### src/rtl/lcp_pkg.sv
// Package for the line command parser: command codes, word phase type and
// the keyword tables used by the per-byte matcher.
// No dependencies.
package lcp_pkg;

	// Command codes reported on each line feed
	localparam logic [2:0] CMD_NONE    = 3'd0;
	localparam logic [2:0] CMD_START   = 3'd1;
	localparam logic [2:0] CMD_STOP    = 3'd2;
	localparam logic [2:0] CMD_STATUS  = 3'd3;
	localparam logic [2:0] CMD_HELP    = 3'd4;
	localparam logic [2:0] CMD_INVALID = 3'd5;

	// Character codes
	localparam logic [7:0] CH_TAB   = 8'h09;
	localparam logic [7:0] CH_LF    = 8'h0A;
	localparam logic [7:0] CH_CR    = 8'h0D;
	localparam logic [7:0] CH_SPACE = 8'h20;
	localparam logic [7:0] CH_TILDE = 8'h7E;

	// Default maximum number of characters per line
	localparam int LINE_LIMIT_DEF = 32;

	typedef enum logic [1:0] {
		PH_LEAD,
		PH_WORD,
		PH_AFTER
	} phase_t;

	// Keyword lengths: start, stop, status, help
	function automatic logic [2:0] kw_len(input logic [1:0] k);
		logic [2:0] len;
		unique case (k)
			2'd0: len = 3'd5;
			2'd1: len = 3'd4;
			2'd2: len = 3'd6;
			2'd3: len = 3'd4;
			default: len = 3'd0;
		endcase
		return len;
	endfunction

	// Keyword text, one character per position
	function automatic logic [7:0] kw_char(input logic [1:0] k, input logic [2:0] pos);
		logic [7:0] ch;
		case ({k, pos})
			{2'd0, 3'd0}: ch = "s";
			{2'd0, 3'd1}: ch = "t";
			{2'd0, 3'd2}: ch = "a";
			{2'd0, 3'd3}: ch = "r";
			{2'd0, 3'd4}: ch = "t";
			{2'd1, 3'd0}: ch = "s";
			{2'd1, 3'd1}: ch = "t";
			{2'd1, 3'd2}: ch = "o";
			{2'd1, 3'd3}: ch = "p";
			{2'd2, 3'd0}: ch = "s";
			{2'd2, 3'd1}: ch = "t";
			{2'd2, 3'd2}: ch = "a";
			{2'd2, 3'd3}: ch = "t";
			{2'd2, 3'd4}: ch = "u";
			{2'd2, 3'd5}: ch = "s";
			{2'd3, 3'd0}: ch = "h";
			{2'd3, 3'd1}: ch = "e";
			{2'd3, 3'd2}: ch = "l";
			{2'd3, 3'd3}: ch = "p";
			default:      ch = 8'h00;
		endcase
		return ch;
	endfunction

endpackage

### src/rtl/line_command_parser.sv
// The command code of each accepted byte is registered in the output register.
// Throughput: one byte per cycle while in_stall is low; the next-state and match logic is a single pass.
// Input is stalled only while the output register holds a code that is stalled.
// Reset (arst_n low, asynchronous): line state clears to an empty line, output empty.
// Line parser top level: byte filter, incremental keyword matcher, output register.
// Depends on lcp_pkg.
module line_command_parser #(
	parameter int LINE_LIMIT = lcp_pkg::LINE_LIMIT_DEF
) (
	input  logic       clk,
	input  logic       arst_n,
	input  logic       in_valid,
	output logic       in_stall,
	input  logic [7:0] rx_byte,
	output logic       out_valid,
	input  logic       out_stall,
	output logic [2:0] command_code
);
	import lcp_pkg::*;

	localparam logic [5:0] LIMIT = 6'(LINE_LIMIT);

	logic [5:0] char_count_q, char_count_d;
	logic       bad_line_q, bad_line_d;
	logic       saw_cr_q, saw_cr_d;
	phase_t     phase_q, phase_d;
	logic [2:0] word_pos_q, word_pos_d;
	logic [3:0] cands_q, cands_d;
	logic [2:0] code_d;
	logic [2:0] code_q;
	logic       out_valid_q;
	logic       accept;
	logic       blank;
	logic       printable;
	logic [3:0] cands_match;
	logic [2:0] word_pos_inc;
	logic [2:0] verdict;

	assign in_stall     = out_valid_q & out_stall;
	assign accept       = in_valid & ~in_stall;
	assign out_valid    = out_valid_q;
	assign command_code = code_q;

	assign blank     = (rx_byte == CH_SPACE) || (rx_byte == CH_TAB);
	assign printable = (rx_byte == CH_TAB) || ((rx_byte >= CH_SPACE) && (rx_byte <= CH_TILDE));

	// Drop keywords that no longer match at this position
	always_comb begin
		cands_match = cands_q;
		for (int k = 0; k < 4; k++) begin
			if (word_pos_q >= kw_len(2'(k)) || kw_char(2'(k), word_pos_q) != rx_byte) begin
				cands_match[k] = 1'b0;
			end
		end
		word_pos_inc = (word_pos_q == 3'd7) ? word_pos_q : word_pos_q + 3'd1;
	end

	// Line verdict; lowest keyword index wins
	always_comb begin
		verdict = CMD_INVALID;
		for (int k = 3; k >= 0; k--) begin
			if (cands_q[k] && word_pos_q == kw_len(2'(k))) begin
				verdict = 3'(k + 1);
			end
		end
		if (bad_line_q) begin
			verdict = CMD_INVALID;
		end else if (phase_q == PH_LEAD) begin
			verdict = CMD_NONE;
		end
	end

	// Next line state and code for this byte
	always_comb begin
		char_count_d = char_count_q;
		bad_line_d   = bad_line_q;
		saw_cr_d     = saw_cr_q;
		phase_d      = phase_q;
		word_pos_d   = word_pos_q;
		cands_d      = cands_q;
		code_d       = CMD_NONE;
		if (rx_byte == CH_LF) begin
			code_d       = verdict;
			char_count_d = '0;
			bad_line_d   = 1'b0;
			saw_cr_d     = 1'b0;
			phase_d      = PH_LEAD;
			word_pos_d   = '0;
			cands_d      = 4'hF;
		end else if (bad_line_q) begin
			// ignore the rest of a bad line
		end else if (saw_cr_q) begin
			bad_line_d = 1'b1;
		end else if (rx_byte == CH_CR) begin
			saw_cr_d = 1'b1;
		end else if (char_count_q >= LIMIT || !printable) begin
			bad_line_d = 1'b1;
		end else begin
			char_count_d = char_count_q + 6'd1;
			case (phase_q)
				PH_LEAD: begin
					if (!blank) begin
						phase_d    = PH_WORD;
						cands_d    = cands_match;
						word_pos_d = word_pos_inc;
					end
				end
				PH_WORD: begin
					if (blank) begin
						phase_d = PH_AFTER;
					end else begin
						cands_d    = cands_match;
						word_pos_d = word_pos_inc;
					end
				end
				default: begin
					if (!blank) begin
						cands_d = 4'h0;
					end
				end
			endcase
		end
	end

	// Line state registers
	always_ff @(posedge clk or negedge arst_n) begin
		if (!arst_n) begin
			char_count_q <= '0;
			bad_line_q   <= 1'b0;
			saw_cr_q     <= 1'b0;
			phase_q      <= PH_LEAD;
			word_pos_q   <= '0;
			cands_q      <= 4'hF;
		end else if (accept) begin
			char_count_q <= char_count_d;
			bad_line_q   <= bad_line_d;
			saw_cr_q     <= saw_cr_d;
			phase_q      <= phase_d;
			word_pos_q   <= word_pos_d;
			cands_q      <= cands_d;
		end
	end

	// Output register
	always_ff @(posedge clk or negedge arst_n) begin
		if (!arst_n) begin
			out_valid_q <= 1'b0;
		end else if (accept) begin
			out_valid_q <= 1'b1;
		end else if (!out_stall) begin
			out_valid_q <= 1'b0;
		end
	end

	always_ff @(posedge clk) begin
		if (accept) begin
			code_q <= code_d;
		end
	end

`ifndef SYNTH
	// Only a line feed can produce a code other than none
	a_none_off_lf: assert property (@(posedge clk) disable iff (!arst_n)
		accept && rx_byte != CH_LF |=> out_valid && command_code == CMD_NONE)
		else $error("non-none code for a byte other than line feed");

	// A line feed returns the line state to empty
	a_lf_clears: assert property (@(posedge clk) disable iff (!arst_n)
		accept && rx_byte == CH_LF |=> char_count_q == 6'd0 && !bad_line_q && !saw_cr_q
		&& cands_q == 4'hF)
		else $error("line state not cleared after line feed");

	// No word position before the word has started
	a_lead_pos: assert property (@(posedge clk) disable iff (!arst_n)
		phase_q == PH_LEAD |-> word_pos_q == 3'd0)
		else $error("word position advanced during leading blanks");

	// Character count never passes the line limit
	a_count_limit: assert property (@(posedge clk) disable iff (!arst_n)
		char_count_q <= LIMIT)
		else $error("character count above line limit");
`endif

endmodule

### config.mk
export PLATFORM = sky130hd
export DESIGN_NAME = line_command_parser
export DESIGN_NICKNAME = d
export VERILOG_FILES = /design/src/rtl/lcp_pkg.sv /design/src/rtl/line_command_parser.sv
export SDC_FILE = /design/constraint.sdc
export NUM_CORES = 1
export LEC_CHECK = 0
export BUFFER_PORTS_ARGS = -buffer_cell sky130_fd_sc_hd__buf_2
export CAP_MARGIN = 15
export CORE_MARGIN = 5
export CORE_UTILIZATION = 59
export DETAILED_ROUTE_END_ITERATION = 7
export GPL_ROUTABILITY_DRIVEN = 0
export HOLD_SLACK_MARGIN = 0.15
export PLACE_DENSITY = 0.81
export SYNTH_ARGS = -nofsm -noshare
export SYNTH_HDL_FRONTEND = slang
export SYNTH_SLANG_ARGS = --single-unit
### constraint.sdc
create_clock -name clk -period 2.4 [get_ports clk]
set_input_delay 0.36 -clock clk [delete_from_list [all_inputs] [get_ports clk]]
set_output_delay 0.36 -clock clk [all_outputs]
set_load 0.05 [all_outputs]
After elaboration in Yosys (flattened, before gate mapping)
Index checks and enable logic that the tools add are counted.
{"block": "op_classes", "magnitude_cmp": 6, "bitwise_logic": 4, "reduce_logical": 30, "n_eq_ne": 29, "add_sub_neg": 2, "muxes": 54}
{"operator": "7-bit one-hot mux with 4 select lines", "n": 4}
{"operator": "3-bit 2-to-1 mux", "n": 13}
{"operator": "4-bit 2-to-1 mux", "n": 8}
{"operator": "8-bit != test", "n": 4}
{"operator": "6-bit 2-to-1 mux", "n": 5}
{"operator": "7-bit AND reduction", "n": 4}
{"operator": "8-bit by 4-bit == test with 1-bit output (second input constant)", "n": 3}
{"operator": "1-bit 2-to-1 mux", "n": 16}
{"operator": "8-bit AND reduction", "n": 2}
{"operator": "2-bit 2-to-1 mux", "n": 7}
{"operator": "3-bit == test (second input constant)", "n": 4}
{"operator": "3-bit by 1-bit != test with 1-bit output (second input constant)", "n": 4}
{"operator": "2-bit by 1-bit != test with 1-bit output (second input constant)", "n": 5}
{"operator": "3-bit >= comparator (second input constant)", "n": 3}
{"operator": "8-bit by 6-bit == test with 1-bit output (second input constant)", "n": 1}
{"operator": "8-bit by 6-bit >= comparator with 1-bit output (second input constant)", "n": 1}
{"operator": "8-bit by 7-bit less-or-equal comparator with 1-bit output (second input constant)", "n": 1}
{"operator": "2-bit OR reduction", "n": 4}
{"operator": "1-bit logical OR", "n": 7}
{"operator": "6-bit by 1-bit adder with 6-bit output (second input constant)", "n": 1}
{"operator": "3-bit by 2-bit == test with 1-bit output (second input constant)", "n": 2}
{"operator": "6-bit >= comparator (second input constant)", "n": 1}
{"operator": "1-bit logical AND", "n": 5}
{"operator": "5-bit AND reduction", "n": 1}
{"operator": "other kinds (16)", "n": 19}
{"block": "word_totals", "register_bits": 21, "output_inout_bits": 5, "inputBits": 12, "word_cells": 137}

Logic depth before layout (Yosys ltp)
{"block": "logic_depth", "ltp_word": 13, "ltp_mapped": 7, "ltp_nobuf": 7}

Least setup slack after synthesis
Ideal clock, no wire load.
{"block": "synth_path", "path_type": "register to register", "from": "reg word_pos_q[0]", "to": "reg cands_q[0]", "arrival_time_ns": 1.959, "required_ns": 2.319, "synth_period_minus_slack_ns": 2.040, "setup_time_ns": 0.081, "path_slack_ns": 0.360, "path_buffers": 0, "path_stages_with_launch": 8, "cell_sequence": "dfrtp_1 > inv_1 > ha_1 > o21bai_1 > xor2_1 > nand4_1 > or4_1 > o211ai_1"}
{"block": "synth_via", "elab_chain_cells": 7, "word_cells_on_any_way": 12, "cone_classes": "1 x order compare; 6 x eq/ne; 1 x mux; 4 x reduce/logical"}
{"item": "start: declaration", "line_no": "line_command_parser.sv:27", "rtl": "logic [2:0] word_pos_q, word_pos_d;"}
{"item": "start signal: assignment", "line_no": "line_command_parser.sv:139", "rtl": "word_pos_q <= word_pos_d;"}
{"item": "3-bit == test or 3-bit by 1-bit == test with 1-bit output (tied branches)", "line_no": "lcp_pkg.sv:46", "rtl": "case ({k, pos})"}
{"item": "2-bit OR reduction (no line)"}
{"item": "7-bit one-hot mux with 4 select lines", "line_no": "lcp_pkg.sv:46"}
{"item": "8-bit != test", "line_no": "line_command_parser.sv:51", "rtl": "if (word_pos_q >= kw_len(2'(k)) || kw_char(2'(k), word_pos_q) != rx_byte) begin"}
{"item": "1-bit logical OR (*)", "line_no": "line_command_parser.sv:51"}
{"item": "3-bit by 1-bit != test with 1-bit output (no line) (*)"}
{"item": "7-bit AND reduction (no line) (*)"}
{"item": "end signal: assignment", "line_no": "line_command_parser.sv:140", "rtl": "cands_q <= cands_d;"}
{"item": "end: declaration", "line_no": "line_command_parser.sv:28", "rtl": "logic [3:0] cands_q, cands_d;"}
Every way passes the cells marked *; elsewhere a longest branch is shown, timed or not.
A chain may end at the register's enable or synchronous reset.

Worst setup path in the final report
Same ends and word-level chain as after synthesis.

==> results_tabular.tex <==
\begin{tabular}{lr}
\hline
Metric & Value \\
\hline
\multicolumn{2}{l}{\textbf{Logic synthesis}} \\
\quad Proportion of register bits with asynchronous set or reset after synthesis & 85.7\% \\
\quad Most used standard cell by instance count after synthesis & sky130\_fd\_sc\_hd\_\_nand2\_1 \\
\quad Ys Warns & 0 \\
\quad Most used DFF post-synth & sky130\_fd\_sc\_hd\_\_dfrtp\_1 \\
\quad Syn Inst Count & 185 \\
\quad Number of different library cells in the post-synthesis netlist & 52 \\
\quad Post-synth top area cell & sky130\_fd\_sc\_hd\_\_dfrtp\_1 \\
\quad Yosys reg bits & 21 \\
\quad Most frequent cells after synthesis & sky130\_fd\_sc\_hd\_\_nand2\_1, sky130\_fd\_sc\_hd\_\_nor2\_1, sky130\_fd\_sc\_hd\_\_dfrtp\_1, sky130\_fd\_sc\_hd\_\_a21oi\_1, sky130\_fd\_sc\_hd\_\_inv\_1 \\
\quad Sequential share of the synthesized area & 32.3\% \\
\quad Post-synth design cell area & 0.00169 mm\^{}2 \\
\quad Area contributors post-synth & sky130\_fd\_sc\_hd\_\_dfrtp\_1, sky130\_fd\_sc\_hd\_\_dfstp\_2, sky130\_fd\_sc\_hd\_\_ha\_1 \\
\quad Fraction of post-synthesis cell area in the top cell type by area & 20.8\% \\
\quad EDFF count, synth & 3 \\
\quad Total nets after synthesis & 205 \\
\quad Post-Synthesis Mean Instance Area & 9.12 um\^{}2 \\
\multicolumn{2}{l}{\textbf{Finish}} \\
\quad Final-layout fill cell count & 213 \\
\quad Antenna fix cells & 0 \\
\quad Layout Cell Area excl Fill & 0.00187 mm\^{}2 \\
\quad Final core utilization & 67.8\% \\
\quad Layout Area Growth over Synthesis & 10.8\% \\
\quad Fraction of layout cells with a size suffix above 1 & 24.0\% \\
\quad Nets@finish & 229 \\
\quad Non-filler cells in the finished layout & 239 \\
\multicolumn{2}{l}{\textbf{Run status}} \\
\quad Outcome & complete, no violations \\
\multicolumn{2}{l}{\textbf{STA}} \\
\quad Final clock period utilization by the worst path & 91.3\% \\
\quad Pins over their slew limit & 0 \\
\quad Peak clock frequency supported by timing & 0.456 GHz \\
\quad Slew at the pin closest to its max-slew limit & 0.677 ns \\
\quad Clock Skews & 0.0142 ns \\
\quad RSZ-0062 raised after global routing & false \\
\quad Final hold violation count & 0 \\
\quad Number of failing setup endpoints in the final timing report & 0 \\
\quad Tightest slew margin relative to the limit & 53.7\% \\
\quad Sum of negative setup slack & 0 ns \\
\quad Minimum period implied by the final worst setup slack & 2.19 ns \\
\multicolumn{2}{l}{\textbf{Die}} \\
\quad Die span in x & 63.5 um \\
\quad Initial core utilization & 61.2\% \\
\quad Ports placed on the boundary & 17 \\
\quad Total die area & 0.00403 mm\^{}2 \\
\quad Number of rows in the core area & 19 \\
\quad Area of the placeable core & 0.00276 mm\^{}2 \\
\quad Y dimension of the die & 63.5 um \\
\multicolumn{2}{l}{\textbf{Detailed routing}} \\
\quad TritonRoute pass-1 iters & 4 \\
\quad WL final & 3940 um \\
\quad Post-DR wirelength/cell & 16.5 um \\
\quad Remaining antenna violation count & 0 \\
\quad Total vias in the final route & 1511 \\
\quad Via density & 6.32 \\
\quad Remaining design rule violation count & 0 \\
\quad Number of violations reported at the end of detailed-routing iteration 0 & 189 \\
\multicolumn{2}{l}{\textbf{Critical path}} \\
\quad Worst Setup End Kind & register \\
\quad Required @ worst endpoint & 2.64 ns \\
\quad Sort of element at the start of the critical path & register \\
\quad Arrival time at the worst endpoint & 2.43 ns \\
\quad CP Class & register to register \\
\quad CP Max Fanout & 7 \\
\multicolumn{2}{l}{\textbf{Global route}} \\
\quad Number of antenna violations at the first check in global routing & 0 \\
\quad Global-route usage over all layers & 21.1\% \\
\quad First-pass GRT wire length & 6890 um \\
\quad Total congestion overflow & 0 \\
\quad Vias in the first global route & 1437 \\
\quad Maximum number of pins on one net before global-route repair & 19 \\
\multicolumn{2}{l}{\textbf{Pwr}} \\
\quad Maximum resistive drop on vdd & 0.526 mV \\
\quad Leakage power figure & 0.782 nW \\
\quad Pwr/cell area & 426 mW/mm\^{}2 \\
\multicolumn{2}{l}{\textbf{Placed design}} \\
\quad Detailed-placement wirelength estimate & 3130 um \\
\quad Number of placed cells counting well taps & 234 \\
\quad Placed Instance Area & 0.00183 mm\^{}2 \\
\quad Buffers on Ports & 16 \\
\multicolumn{2}{l}{\textbf{Clocking}} \\
\quad Largest buffer count on any clock path & 2 \\
\quad Clock edge transition at the registers on the reported setup and hold paths & 0.12 ns \\
\quad Clock root buffer & sky130\_fd\_sc\_hd\_\_clkbuf\_4 \\
\quad Number of buffers created by CTS & 3 \\
\quad H-Tree Depth & 1 \\
\quad Postcts setup bufs & 0 \\
\quad Clk Latency, worst-skew pair & 0.31 ns \\
\quad Clock tree from TritonCTS & built \\
\quad \# clock sinks & 21 \\
\multicolumn{2}{l}{\textbf{Run}} \\
\quad Reported max-cap violation count & 0 \\
\multicolumn{2}{l}{\textbf{Worst hold path}} \\
\quad Worst hold path type & input pin to register \\
\hline
\end{tabular}
## area by class of cell
| type | instances | area [um^2] | share of cell area (%) |
|---|---|---|---|
| clock buffer | 3 | 22.5 | 1.20 |
| clock inverter | 1 | 5.00 | 0.268 |
| inverter | 11 | 41.3 | 2.21 |
| multi-input combinational | 146 | 1060 | 56.6 |
| sequential | 21 | 546 | 29.2 |
| tap | 31 | 38.8 | 2.07 |
| timing repair buffer | 26 | 158 | 8.43 |
## state kept, by name, summed over array words and instances, names as in the netlist
register,flops
cands_q,4
char_count_q,6
word_pos_q,3
bad_line_q,1
saw_cr_q,1
out_valid,1
phase_q,2
command_code,3
## stage by stage
stage | setup slack, ns | hold WS (ns) | power (mW)
2_1_floorplan | 0.360 | 0.0644 | 0.567
3_3_place_gp | 0.114 | 0.300 | 0.625
3_5_place_dp | 0.0824 | 0.315 | 0.631
4_1_cts | 0.102 | 0.244 | 0.799
5_1_grt | 0.0556 | 0.226 | 0.850
6_report | 0.208 | 0.243 | 0.797
## cells in the final DEF (no fill, tap or decap), types with 2 or more instances in the layout
master	synthesis	final
sky130_fd_sc_hd__and3_1	3	3
sky130_fd_sc_hd__or2_2	2	2
sky130_fd_sc_hd__buf_2	4	16
sky130_fd_sc_hd__and2_1	2	2
sky130_fd_sc_hd__xnor2_1	6	6
sky130_fd_sc_hd__buf_4	0	9
sky130_fd_sc_hd__a22o_1	3	3
sky130_fd_sc_hd__nand3b_1	3	3
sky130_fd_sc_hd__ha_1	8	8
sky130_fd_sc_hd__o211ai_1	6	6
sky130_fd_sc_hd__nor2b_1	3	3
sky130_fd_sc_hd__dfrtp_1	14	14
sky130_fd_sc_hd__nand2_1	17	17
sky130_fd_sc_hd__inv_1	11	11
sky130_fd_sc_hd__nand3_1	6	6
sky130_fd_sc_hd__a41oi_1	2	2
sky130_fd_sc_hd__o22ai_1	2	2
sky130_fd_sc_hd__xor2_1	5	5
sky130_fd_sc_hd__a21oi_1	12	12
sky130_fd_sc_hd__nor3_1	2	2
sky130_fd_sc_hd__dfstp_2	4	4
sky130_fd_sc_hd__edfxtp_1	3	3
sky130_fd_sc_hd__a21bo_2	2	2
sky130_fd_sc_hd__o21ai_0	9	9
sky130_fd_sc_hd__nand4_1	2	2
sky130_fd_sc_hd__a2111oi_4	2	2
sky130_fd_sc_hd__nor2_1	16	16
sky130_fd_sc_hd__clkbuf_4	0	3
sky130_fd_sc_hd__or4_1	3	3
sky130_fd_sc_hd__mux2_2	5	5
sky130_fd_sc_hd__or3_1	2	2
sky130_fd_sc_hd__o21bai_1	3	3
## critical path, stage by stage, from the launching register on
cell and delay, ns:
sky130_fd_sc_hd__dfrtp_1 0.49, sky130_fd_sc_hd__inv_1 0.15, sky130_fd_sc_hd__ha_1 0.31, sky130_fd_sc_hd__o21bai_1 0.23, sky130_fd_sc_hd__xor2_1 0.16, sky130_fd_sc_hd__nand4_1 0.12
sky130_fd_sc_hd__or4_1 0.47, sky130_fd_sc_hd__o211ai_1 0.19
## kinds of logic (layout without fill, tap and decap cells)
family / count (synthesis) / count (layout) / share of synthesized area [%]
xor+xnor: 11 / 11 / 5.71
compound gates: 50 / 50 / 22.7
mux: 5 / 5 / 3.34
fa+ha+maj: 8 / 8 / 5.93
buf+inv: 18 / 41 / 5.19
simple gates: 72 / 72 / 24.8
flops: 21 / 21 / 32.3
## power by group
group / switching [mW] / leakage (nW) / internal (mW) / total, mW
Combinational: 0.127 / 0.518 / 0.0931 / 0.220
Sequential: 0.0232 / 0.246 / 0.387 / 0.410
Clock: 0.104 / 0.0177 / 0.0622 / 0.167
## routing by layer
metal / vias to the layer above / part of all wire [%] / track usage, % / wire, um
li1: 728 / - / - / -
met1: 691 / 42 / 29.8 / 1640
met2: 80 / 48 / 32.2 / 1890
met3: 12 / 8.3 / 5.68 / 328
met4: 0 / 1.9 / 4.68 / 75
met5: - / 0 / 0 / 0
## repair_timing
item                       in CTS  in global routing
hold buffers                    1                  0
setup endpoints to repair       0                  1
hold endpoints to repair       14                  0
gates resized for setup         0                  1
## final timing paths
path	slack, ns	cells after the start	to	from
setup / recovery	0.21	7	cands_q[0]	word_pos_q[0]
hold reg to reg	0.52	2	cands_q[3]	cands_q[3]
min in group asynchronous	0.49	2	bad_line_q	arst_n
setup reg to reg	0.21	7	cands_q[0]	word_pos_q[0]
hold / removal	0.24	2	out_valid	in_valid
max in group asynchronous	1.56	2	cands_q[1]	arst_n
(Power assumes the default switching activity.)
